## config.mk

```make
export PLATFORM = sky130hd
export DESIGN_NAME = lfu_block_cache_allocator_core
export DESIGN_NICKNAME = d
export VERILOG_FILES = /design/src/rtl/lbca_pkg.sv /design/src/rtl/lbca_ctrl.sv /design/src/rtl/lbca_datapath.sv /design/src/rtl/lfu_block_cache_allocator_core.sv
export SDC_FILE = /design/constraint.sdc
export NUM_CORES = 2
export LEC_CHECK = 0
export CORE_MARGIN = 1
export CORE_UTILIZATION = 52
export DETAILED_ROUTE_END_ITERATION = 10
export DONT_BUFFER_PORTS = 1
export HOLD_SLACK_MARGIN = 0.02
export PLACE_DENSITY = 0.65
export SLEW_MARGIN = 10
export SYNTH_ARGS = -nofsm -noshare
export SYNTH_HDL_FRONTEND = slang
export SYNTH_SLANG_ARGS = --single-unit
```

## constraint.sdc

```tcl
create_clock -name clk_i -period 18.43 [get_ports clk_i]
set_input_delay 1.843 -clock clk_i [delete_from_list [all_inputs] [get_ports clk_i]]
set_output_delay 1.843 -clock clk_i [all_outputs]
set_load 0.01 [all_outputs]
```

## src/rtl/lbca_pkg.sv

```systemverilog
`timescale 1ns / 1ps

package lbca_pkg;

  localparam int unsigned HIT_LIMIT = 20;
  localparam int unsigned HIT_W = 5;
  localparam int unsigned EVICT_MAX = 31;

  typedef enum logic [2:0] {
    OP_NONE,
    OP_LATCH,
    OP_HIT,
    OP_DROP,
    OP_PLACE,
    OP_MISS
  } op_e;

  typedef struct packed {
    op_e op;
  } cmd_t;

  typedef struct packed {
    logic at_end;
    logic last;
    logic match;
    logic short_space;
    logic empty;
  } status_t;

endpackage

```

## src/rtl/lbca_ctrl.sv

```systemverilog
`timescale 1ns / 1ps

module lbca_ctrl #(
  parameter int unsigned IW = 4
) (
  input  logic                        clk_i,
  input  logic                        rst_ni,
  input  logic                        start,
  input  logic                        cache_enable_i,
  input  logic                        no_evict_i,
  input  lbca_pkg::status_t           status_i,
  input  logic [lbca_pkg::HIT_W-1:0]  rd_hits_i,
  output lbca_pkg::cmd_t              cmd_o,
  output logic [IW-1:0]               idx_o,
  output logic [IW-1:0]               pick_o,
  output logic                        busy,
  output logic                        done
);

  typedef enum logic [2:0] {
    ST_IDLE,
    ST_LOOK,
    ST_MISS,
    ST_SCAN,
    ST_DROP
  } state_e;

  state_e state_q, state_d;
  logic [IW-1:0] idx_q, idx_d, pick_q, pick_d;
  logic [lbca_pkg::HIT_W-1:0] best_q, best_d;
  logic en_q, en_d, keep_q, keep_d, done_q, done_d;
  lbca_pkg::cmd_t cmd;

  always_comb begin
    state_d = state_q;
    idx_d   = idx_q;
    pick_d  = pick_q;
    best_d  = best_q;
    en_d    = en_q;
    keep_d  = keep_q;
    done_d  = 1'b0;
    cmd.op  = lbca_pkg::OP_NONE;
    unique case (state_q)
      ST_IDLE: begin
        if (start) begin
          cmd.op  = lbca_pkg::OP_LATCH;
          en_d    = cache_enable_i;
          keep_d  = no_evict_i;
          idx_d   = '0;
          state_d = ST_LOOK;
        end
      end
      ST_LOOK: begin
        if (status_i.at_end) begin
          state_d = ST_MISS;
        end else if (status_i.match) begin
          cmd.op  = lbca_pkg::OP_HIT;
          done_d  = 1'b1;
          state_d = ST_IDLE;
        end else if (status_i.last) begin
          state_d = ST_MISS;
        end else begin
          idx_d = idx_q + IW'(1);
        end
      end
      ST_MISS: begin
        if (!en_q) begin
          cmd.op  = lbca_pkg::OP_MISS;
          done_d  = 1'b1;
          state_d = ST_IDLE;
        end else if (!keep_q && status_i.short_space && !status_i.empty) begin
          idx_d   = '0;
          state_d = ST_SCAN;
        end else begin
          cmd.op  = lbca_pkg::OP_PLACE;
          done_d  = 1'b1;
          state_d = ST_IDLE;
        end
      end
      ST_SCAN: begin
        if (idx_q == '0 || rd_hits_i < best_q) begin
          pick_d = idx_q;
          best_d = rd_hits_i;
        end
        if (status_i.last) begin
          state_d = ST_DROP;
        end else begin
          idx_d = idx_q + IW'(1);
        end
      end
      ST_DROP: begin
        cmd.op  = lbca_pkg::OP_DROP;
        state_d = ST_MISS;
      end
      default: state_d = ST_IDLE;
    endcase
  end

  always_ff @(posedge clk_i or negedge rst_ni) begin
    if (!rst_ni) begin
      state_q <= ST_IDLE;
      idx_q   <= '0;
      pick_q  <= '0;
      best_q  <= '0;
      en_q    <= 1'b0;
      keep_q  <= 1'b0;
      done_q  <= 1'b0;
    end else begin
      state_q <= state_d;
      idx_q   <= idx_d;
      pick_q  <= pick_d;
      best_q  <= best_d;
      en_q    <= en_d;
      keep_q  <= keep_d;
      done_q  <= done_d;
    end
  end

  assign cmd_o  = cmd;
  assign idx_o  = idx_q;
  assign pick_o = pick_q;
  assign busy   = (state_q != ST_IDLE);
  assign done   = done_q;

endmodule

```

## src/rtl/lbca_datapath.sv

```systemverilog
`timescale 1ns / 1ps

module lbca_datapath #(
  parameter int unsigned ENTRIES = 16,
  parameter int unsigned IW = 4,
  parameter int unsigned CW = 5
) (
  input  logic                        clk_i,
  input  logic                        rst_ni,
  input  logic                        cfg_we_i,
  input  logic [31:0]                 cfg_wdata_i,
  input  lbca_pkg::cmd_t              cmd_i,
  input  logic [IW-1:0]               idx_i,
  input  logic [IW-1:0]               pick_i,
  input  logic [31:0]                 item_key_i,
  input  logic [31:0]                 item_length_i,
  output lbca_pkg::status_t           status_o,
  output logic [lbca_pkg::HIT_W-1:0]  rd_hits_o,
  output logic                        was_hit_o,
  output logic                        was_stored_o,
  output logic [31:0]                 base_offset_o,
  output logic [31:0]                 found_length_o,
  output logic [4:0]                  evicted_count_o
);

  logic [31:0] key_q [ENTRIES];
  logic [31:0] len_q [ENTRIES];
  logic [31:0] off_q [ENTRIES];
  logic [lbca_pkg::HIT_W-1:0] hits_q [ENTRIES];
  logic [CW-1:0] count_q;
  logic [31:0] free_q, top_q;
  logic [31:0] req_key_q, req_len_q;
  logic hit_q, stored_q;
  logic [31:0] res_off_q, res_len_q;
  logic [4:0] evict_q;
  logic [31:0] drop_len;
  logic room;
  logic [IW-1:0] ins;

  assign drop_len = len_q[pick_i];
  assign ins      = count_q[IW-1:0];
  assign room     = (count_q != CW'(ENTRIES)) && (req_len_q != '0) && (free_q >= req_len_q);

  always_comb begin
    status_o.at_end      = (CW'(idx_i) >= count_q);
    status_o.last        = (CW'(CW'(idx_i) + CW'(1)) >= count_q);
    status_o.match       = (key_q[idx_i] == req_key_q);
    status_o.short_space = (free_q < req_len_q);
    status_o.empty       = (count_q == '0);
  end
  assign rd_hits_o = hits_q[idx_i];

  always_ff @(posedge clk_i or negedge rst_ni) begin
    if (!rst_ni) begin
      count_q <= '0;
      free_q  <= 32'd1048576;
      top_q   <= '0;
    end else if (cfg_we_i) begin
      count_q <= '0;
      free_q  <= cfg_wdata_i;
      top_q   <= '0;
    end else begin
      case (cmd_i.op)
        lbca_pkg::OP_DROP: begin
          count_q <= count_q - CW'(1);
          free_q  <= free_q + drop_len;
          top_q   <= top_q - drop_len;
        end
        lbca_pkg::OP_PLACE: begin
          if (room) begin
            count_q <= count_q + CW'(1);
            free_q  <= free_q - req_len_q;
            top_q   <= top_q + req_len_q;
          end
        end
        default: ;
      endcase
    end
  end

  always_ff @(posedge clk_i) begin
    case (cmd_i.op)
      lbca_pkg::OP_LATCH: begin
        req_key_q <= item_key_i;
        req_len_q <= item_length_i;
        evict_q   <= '0;
      end
      lbca_pkg::OP_HIT: begin
        if (hits_q[idx_i] < lbca_pkg::HIT_W'(lbca_pkg::HIT_LIMIT)) begin
          hits_q[idx_i] <= hits_q[idx_i] + lbca_pkg::HIT_W'(1);
        end
        hit_q     <= 1'b1;
        stored_q  <= 1'b0;
        res_off_q <= off_q[idx_i];
        res_len_q <= len_q[idx_i];
        evict_q   <= '0;
      end
      lbca_pkg::OP_DROP: begin
        for (int j = 0; j < ENTRIES; j++) begin
          if (IW'(j) < pick_i) begin
            if (hits_q[j] != '0) hits_q[j] <= hits_q[j] - lbca_pkg::HIT_W'(1);
          end else if (j < ENTRIES - 1) begin
            key_q[j] <= key_q[j+1];
            len_q[j] <= len_q[j+1];
            off_q[j] <= off_q[j+1] - drop_len;
            if (hits_q[j+1] != '0) hits_q[j] <= hits_q[j+1] - lbca_pkg::HIT_W'(1);
            else hits_q[j] <= '0;
          end
        end
        if (evict_q != 5'(lbca_pkg::EVICT_MAX)) evict_q <= evict_q + 5'd1;
      end
      lbca_pkg::OP_PLACE: begin
        hit_q <= 1'b0;
        if (room) begin
          key_q[ins]  <= req_key_q;
          len_q[ins]  <= req_len_q;
          off_q[ins]  <= top_q;
          hits_q[ins] <= '0;
          stored_q    <= 1'b1;
          res_off_q   <= top_q;
          res_len_q   <= req_len_q;
        end else begin
          stored_q  <= 1'b0;
          res_off_q <= '0;
          res_len_q <= '0;
        end
      end
      lbca_pkg::OP_MISS: begin
        hit_q     <= 1'b0;
        stored_q  <= 1'b0;
        res_off_q <= '0;
        res_len_q <= '0;
      end
      default: ;
    endcase
  end

  assign was_hit_o       = hit_q;
  assign was_stored_o    = stored_q;
  assign base_offset_o   = res_off_q;
  assign found_length_o  = res_len_q;
  assign evicted_count_o = evict_q;

endmodule

```

## src/rtl/lfu_block_cache_allocator_core.sv

```systemverilog
`timescale 1ns / 1ps
// A request is taken when start is high and busy is low; done pulses for one cycle with the result.
// A lookup walks the valid entries through one shared key compare (an empty table goes straight
// to the miss path), and each eviction walks the valid entries again to pick the least-used one.
// The next request may start in the cycle that done is high. The receiver cannot stall.
// Reset and any pool size write empty the table, set free bytes to the pool size and top to 0.
module lfu_block_cache_allocator_core #(
  parameter int unsigned ENTRIES = 16
) (
  input  logic        clk_i,
  input  logic        rst_ni,
  input  logic        cfg_we_i,
  input  logic [31:0] cfg_wdata_i,
  input  logic        start,
  output logic        busy,
  input  logic [31:0] item_key_i,
  input  logic [31:0] item_length_i,
  input  logic        cache_enable_i,
  input  logic        no_evict_i,
  output logic        done,
  output logic        was_hit_o,
  output logic        was_stored_o,
  output logic [31:0] base_offset_o,
  output logic [31:0] found_length_o,
  output logic [4:0]  evicted_count_o
);

  localparam int unsigned IW = $clog2(ENTRIES);
  localparam int unsigned CW = $clog2(ENTRIES + 1);

  lbca_pkg::cmd_t cmd;
  lbca_pkg::status_t status;
  logic [IW-1:0] idx, pick;
  logic [lbca_pkg::HIT_W-1:0] rd_hits;

  lbca_ctrl #(.IW(IW)) u_ctrl (
    .clk_i          (clk_i),
    .rst_ni         (rst_ni),
    .start          (start),
    .cache_enable_i (cache_enable_i),
    .no_evict_i     (no_evict_i),
    .status_i       (status),
    .rd_hits_i      (rd_hits),
    .cmd_o          (cmd),
    .idx_o          (idx),
    .pick_o         (pick),
    .busy           (busy),
    .done           (done)
  );

  lbca_datapath #(.ENTRIES(ENTRIES), .IW(IW), .CW(CW)) u_dp (
    .clk_i           (clk_i),
    .rst_ni          (rst_ni),
    .cfg_we_i        (cfg_we_i),
    .cfg_wdata_i     (cfg_wdata_i),
    .cmd_i           (cmd),
    .idx_i           (idx),
    .pick_i          (pick),
    .item_key_i      (item_key_i),
    .item_length_i   (item_length_i),
    .status_o        (status),
    .rd_hits_o       (rd_hits),
    .was_hit_o       (was_hit_o),
    .was_stored_o    (was_stored_o),
    .base_offset_o   (base_offset_o),
    .found_length_o  (found_length_o),
    .evicted_count_o (evicted_count_o)
  );

endmodule

```

Word-level counts from Yosys, hierarchy flattened

Memory sizes are Yosys's and may differ from the RTL's.
Cells that the tools add are included.

Reduce and logical (&&, ||, !) cells: 49
Muxes and demuxes: 311
Bitwise logic cells: 30
Eq/ne operators: 21
Order comparisons: 22
Add/sub/neg operators: 41

Operators with widths:

| kind                | count |
|---|---|
| $sub 32x32->32      | 17 |
| $mux 32             | 9 |
| $mux 1              | 231 |
| $pmux 32 s3         | 2 |
| $mux 5              | 36 |
| $pmux 32 s2         | 2 |
| $reduce_or 32->1    | 3 |
| $sub 5x1->5 const B | 17 |
| $reduce_bool 5->1   | 16 |
| $add 32x32->32      | 2 |
| $mux 4              | 12 |
| $eq 32x32->1        | 1 |
| $ge 32x32->1        | 1 |
| $lt 32x32->1        | 1 |
| $lt 4x4->1 const A  | 8 |
| $reduce_bool 32->1  | 1 |
| $or 1x1->1          | 30 |
| $mux 3              | 9 |
| $pmux 5 s2          | 2 |
| $lt 3x4->1 const A  | 4 |
| $pmux 4 s4          | 1 |
| $add 5x1->5 const B | 3 |
| $pmux 3 s5          | 1 |
| $reduce_or 5->1     | 3 |
| other kinds (32)    | 62 |

Memories: 4
Bits in registers: 223
Logic and storage cells: 495
Memory bits (writable): 1616

Memory list:

| memory      | words | width | rd ports | clocked after Yosys merged registers in | write ports | line                | source |
|---|---|---|---|---|---|---|---|
| u_dp.key_q  | 16    | 32    | 16       | 0                                       | 15          | lbca_datapath.sv:26 | `logic [31:0] key_q [ENTRIES];` |
| u_dp.len_q  | 16    | 32    | 17       | 0                                       | 15          | lbca_datapath.sv:27 | `logic [31:0] len_q [ENTRIES];` |
| u_dp.off_q  | 16    | 32    | 16       | 0                                       | 15          | lbca_datapath.sv:28 | `logic [31:0] off_q [ENTRIES];` |
| u_dp.hits_q | 16    | 5     | 17       | 0                                       | 15          | lbca_datapath.sv:29 | `logic [lbca_pkg::HIT_W-1:0] hits_q [ENTRIES];` |

Logic depth before layout (Yosys ltp)

Depth in word-level cells: 15
Mapped depth: 28

Hierarchy

From an unflattened synthesis, not the netlist that was laid out.

Cells, all modules: 10877
Area total of the unflattened synthesis: 120311.6 um2

Modules (own cells, without submodules):

| module        | seq. area each (um2) | cells each | instances | area each (um2) |
|---|---|---|---|---|
| lbca_datapath | 54308.3              | 10777      | 1         | 119266.9 |
| lbca_ctrl     | 475.5                | 100        | 1         | 1044.8 |

Worst setup path after synthesis

Ideal clock, no wire load.

Path type: reg2reg
From: register u_ctrl.pick_q[1], in the netlist u_ctrl.pick_o[1]
To: memory u_dp.key_q[10][0] (enable)
Library setup time: 0.683 ns
Clock period less this slack: 8.998 ns
Setup slack: 9.432 ns
Arrival: 8.315 ns
Cell stages (with the launch flop): 10
Cells stage by stage: dfrtp_1 -> buf_2 -> buf_6 -> buf_2 -> clkbuf_1 -> buf_2 -> buf_2 -> nand2_1 -> nor2_1 -> o21ai_0

RTL lines:

| item                     | line                | source |
|---|---|---|
| start: declaration       | lbca_ctrl.sv:29     | `logic [IW-1:0] idx_q, idx_d, pick_q, pick_d;` |
| start signal: assignment | lbca_ctrl.sv:111    | `pick_q <= pick_d;` |
| end: declaration         | lbca_datapath.sv:26 |  |

Worst setup path after layout

From: register u_ctrl.pick_q[0], in the netlist u_ctrl.pick_o[0]
To: register u_dp.top_q[31]

Word-level cells in the longest chain between the ends: 4

Ends and longest elaborated chain:

| item                   | line                | source |
|---|---|---|
| $mem_v2 16x32          | n/a                 |  |
| $sub 32x32->32         | lbca_datapath.sv:67 | `top_q <= top_q - drop_len;` |
| $pmux 32 s2            | lbca_datapath.sv:63 | `case (cmd_i.op)` |
| $mux 32                | lbca_datapath.sv:58 | `end else if (cfg_we_i) begin` |
| end signal: assignment | lbca_datapath.sv:67 |  |
| end signal: assignment | lbca_datapath.sv:73 | `top_q <= top_q + req_len_q;` |
| end: declaration       | lbca_datapath.sv:31 | `logic [31:0] free_q, top_q;` |

No other way between the ends.
A chain may end at the register's enable or synchronous reset.

==> impl_results.md <==
- Reg2reg setup slack: 9.96 ns
- PostCTS Resize Cnt: 0
- GRT Total Usage: 0.344
- Hpwl dp: roughly 270 mm
- Cell count after synthesis: 11700
- Final Hold Fails: 0
- Deepest clock path buffer count: 3
- DRC viols: 0
- Slew Limit Headroom: 0.151
- Detail Route Antenna Nets: 0
- Routed WL: about 410 mm
- Fin crit share: 0.460
- Tmin final: 8.47 ns
- Fillcell total: approximately 19000
- Switching Share: 0.436
- Crit Path Max Fanout: 48
- Compound-Gate Fraction of Synth Area: 0.140
- Crit path buf inv count: 4
- Synthesized area: 0.121 sq mm
- Final Non-Filler Cells: between 10000 and 15000
- Row count: between 150 and 200
- Num CTS Buffers: a little over 200
- Mapped Nets: between 10000 and 15000
- Grt met3 use: 0.0792
- Mean Syn Cell Area: 10.3 sq um
- Final TNS setup: 0 ns
- Synth unique cells: between 100 and 150
- Final slew viol count: 0
- Crit-path leading delay family: compound AO/OA/AOI/OAI gates
- Post-synthesis register bit count: 1839
- Placeable Area: 0.230 sq mm
- Slowest cell on crit path: buf_4
- # port buffers: 0
- Vias in the first global route: 94800
- Post-synth top cells: 2700 x nand2_1, 1751 x edfxtp_1, 1065 x o21ai_0
- Synth top area share: 0.436
- Die width: approximately 480 um
- Worst-Margin Slew: between 1 and 1.5 ns
- Final setup violation count: 0
- Mux cell area share after synthesis: 0.122
- Static Leak: approximately 0.05 uW
- DRT iter0 DRCs: ~13000
- Number of flops mapped to enable cells by yosys: between 1500 and 2000
- Kind of start point of the critical path: flop
- Critical Path AT: roughly 9 ns
- Largest net degree at the start of global routing: between 100 and 150
- P&R area growth vs syn: 8.05%
- NumNets Final: about 12000
- Max-cap viol count: 0
- Top-count cell post-synth: nand2_1
- RSZ-0062 raised after global routing: false
- Crit Path Class: reg2reg
- P_int: 14700 uW
- Die Height: between 400 and 500 um
- Drt pass-1 iters: 8
- Worst-skew pair later-pin latency: 0.92 ns
- Die Footprint: 0.234 sq mm
- Post-synthesis adder-cell area fraction: 0.0658
- Register share of total power: 0.268
- Fmax: 118 MHz
- TritonCTS clock tree: yes
- Ys flop type: edfxtp_1
- H-tree levels: 4
- Status: complete, no violations
- Combinational share of power: 0.567
- First-pass GRT wire length: slightly above 600 mm
- Top post-synthesis cells by area: edfxtp_1 44%, mux4_2 11%, nand2_1 8.4%, ha_1 6.3%, o21ai_0 4.4%
- Met1 Use GR: 0.449
- FFs w/ async S/R, synth: 0.0479
- Area of the multi-input gates: between 0.06 and 0.07 sq mm
- Initial antenna violation count: 34
- DR vias/cell: ~6.7
- P_sw: 11300 uW
- Cell breakdown of the critical path: buf_4 -> mux4_1 -> mux4_2 -> buf_4 -> inv_1 -> buf_4 -> ha_1 -> nor4b_4 -> nand3_2 -> or4_4 -> nand2b_4 -> nor2_1 -> xnor2_1 -> o21ai_1 -> ha_1 -> a21o_1 -> a211oi_1 -> o211ai_1 -> a311oi_1 -> o31ai_1 -> a221oi_1 -> xnor2_1 -> nor2_1 -> mux2_1
- Placer congestion estimate: roughly 0.95
- Register area: between 0.05 and 0.06 sq mm
- Most frequent CP cell: buf_4
- Worst-path clk slew: ~0.06 ns
- Final Skew: between 0.05 and 0.06 ns
- Busiest grt layer: met2
- Clock Root Buffer: clkbuf_16
- Post-synthesis sequential area ratio: 0.454
- Clock Power Share: 0.165
- GR Layer Usage met2: 0.551
- Ports: 175
- Post-synthesis simple-gate area fraction: 0.143
- XOR/XNOR share of the synthesized area: 0.0431
- Placed Cells incl. Taps: 14100
- Largest family of logic cells by synthesized area: simple AND/OR/NAND/NOR gates
- Worst path max stage delay: 0.84 ns
- DR WL/cell: roughly 28 um
- Ys Warns: 0
- Nature of the critical path endpoint: flop
- Hold buffers post-CTS: 0
- Starting Density: 0.524
- Hold WC Path Type: reg2reg
- Via count: a little under 100k
- Largest vdd supply drop: roughly 0.12 mV
- Total gr overflow: 0
- CP required: around 19 ns
- Share of layout cells above drive strength 1: 0.108
- # Post-CTS Setup Buffers: 0
- Pwr per Cell Area: approximately 200 mW/mm^2
- Leading area contributor after synthesis: edfxtp_1
- Clk sinks: 1839
[registers in the layout (all words and copies together) (netlist names), 80 cells and up]
name and cells:
u_dp.key_q 512, u_dp.hits_q 80, u_dp.len_q 512, u_dp.off_q 512
[power by group through the flow]
stage	sequential [uW]	clock (uW)	combinational [uW]
2_1_floorplan	6650	0	11000
3_3_place_gp	6980	0	14000
3_5_place_dp	7010	0	14400
4_1_cts	6930	4310	14500
5_1_grt	7030	4450	16100
6_report	6960	4280	14700
[cell type report]
| type | count | share of cell area |
|---|---|---|
| inverter | 281 | 0.00814 |
| clock inverter | 132 | 0.0107 |
| clock buffer | 256 | 0.0420 |
| multi-input combinational | 8809 | 0.478 |
| timing repair buffer | 183 | 0.0115 |
| antenna | 21 | 0.000403 |
| tap | 3026 | 0.0290 |
| sequential | 1839 | 0.420 |
[worst register-to-register path: cells and delay by family (launching register included)]
kind	cells	cell delay [ns]
mux	3	1.56
flops	1	0.77
fa+ha+maj	2	0.65
compound gates	7	1.91
buf+inv	4	1.51
xor+xnor	2	0.30
simple gates	6	1.64
[path summary, 6_finish.rpt]
kind                                              start                           end  depth (start not counted)
hold reg to reg            u_ctrl.best_q[2]$_DFFE_PN0P_  u_ctrl.best_q[2]$_DFFE_PN0P_                          1
setup reg to reg           u_ctrl.pick_o[0]$_DFFE_PN0P_    u_dp.top_q[31]$_DFFE_PN0P_                         24
hold / removal             u_ctrl.best_q[2]$_DFFE_PN0P_  u_ctrl.best_q[2]$_DFFE_PN0P_                          1
setup / recovery           u_ctrl.pick_o[0]$_DFFE_PN0P_    u_dp.top_q[31]$_DFFE_PN0P_                         24
min in group asynchronous                        rst_ni    u_dp.free_q[3]$_DFFE_PN0P_                          0
max in group asynchronous                        rst_ni   u_ctrl.idx_o[2]$_DFFE_PN0P_                          0
[metrics by stage]
| step | worst slack (ns) | hold slack, ns | instance area (sq um) | total power (uW) | utilization |
|---|---|---|---|---|---|
| after floorplan | 9.43 | 0.423 | 121000 | 17600 | - |
| after global routing | 9.30 | 0.521 | 130000 | 27600 | 0.566 |
| after CTS | 9.89 | 0.497 | 130000 | 25700 | 0.566 |
| after detailed placement | 9.92 | 0.483 | 124000 | 21400 | 0.536 |
| final | 9.96 | 0.498 | 130000 | 26000 | 0.566 |
| after global placement | 9.83 | 0.474 | 124000 | 20900 | 0.536 |
[layout by cell type (no fill, tap or decap), types with 83 or more instances in the layout]
master / count
nand2_1: 2683
edfxtp_1: 1751
o21ai_0: 1063
a21oi_1: 651
nor2_1: 629
ha_1: 604
mux4_2: 588
xnor2_1: 316
xor2_1: 278
inv_1: 271
a21o_1: 218
clkbuf_16: 208
buf_4: 173
nand3_1: 111
nand2b_1: 111
mux2i_1: 108
nor3_1: 103
o21a_1: 100
o31ai_1: 97
a22o_1: 87
nor2b_1: 84
a31oi_1: 83
[metal layers]
metal | routed length (um) | up-vias | part of all wire
li1 | - | 42300 | -
met1 | 154000 | 47400 | 0.38
met2 | 189000 | 6087 | 0.46
met3 | 49200 | 1009 | 0.12
met4 | 17000 | 10 | 0.041
met5 | 72 | - | 0.00018
[cells by family (layout without fill, tap and decap cells)]
logic type	after synthesis	after routing
other cells	0	21
mux	720	720
simple gates	4097	4097
flops	1839	1839
buf+inv	1015	852
compound gates	2775	2775
xor+xnor	594	594
fa+ha+maj	623	623
Note: power is estimated with default switching activity, not from simulation.
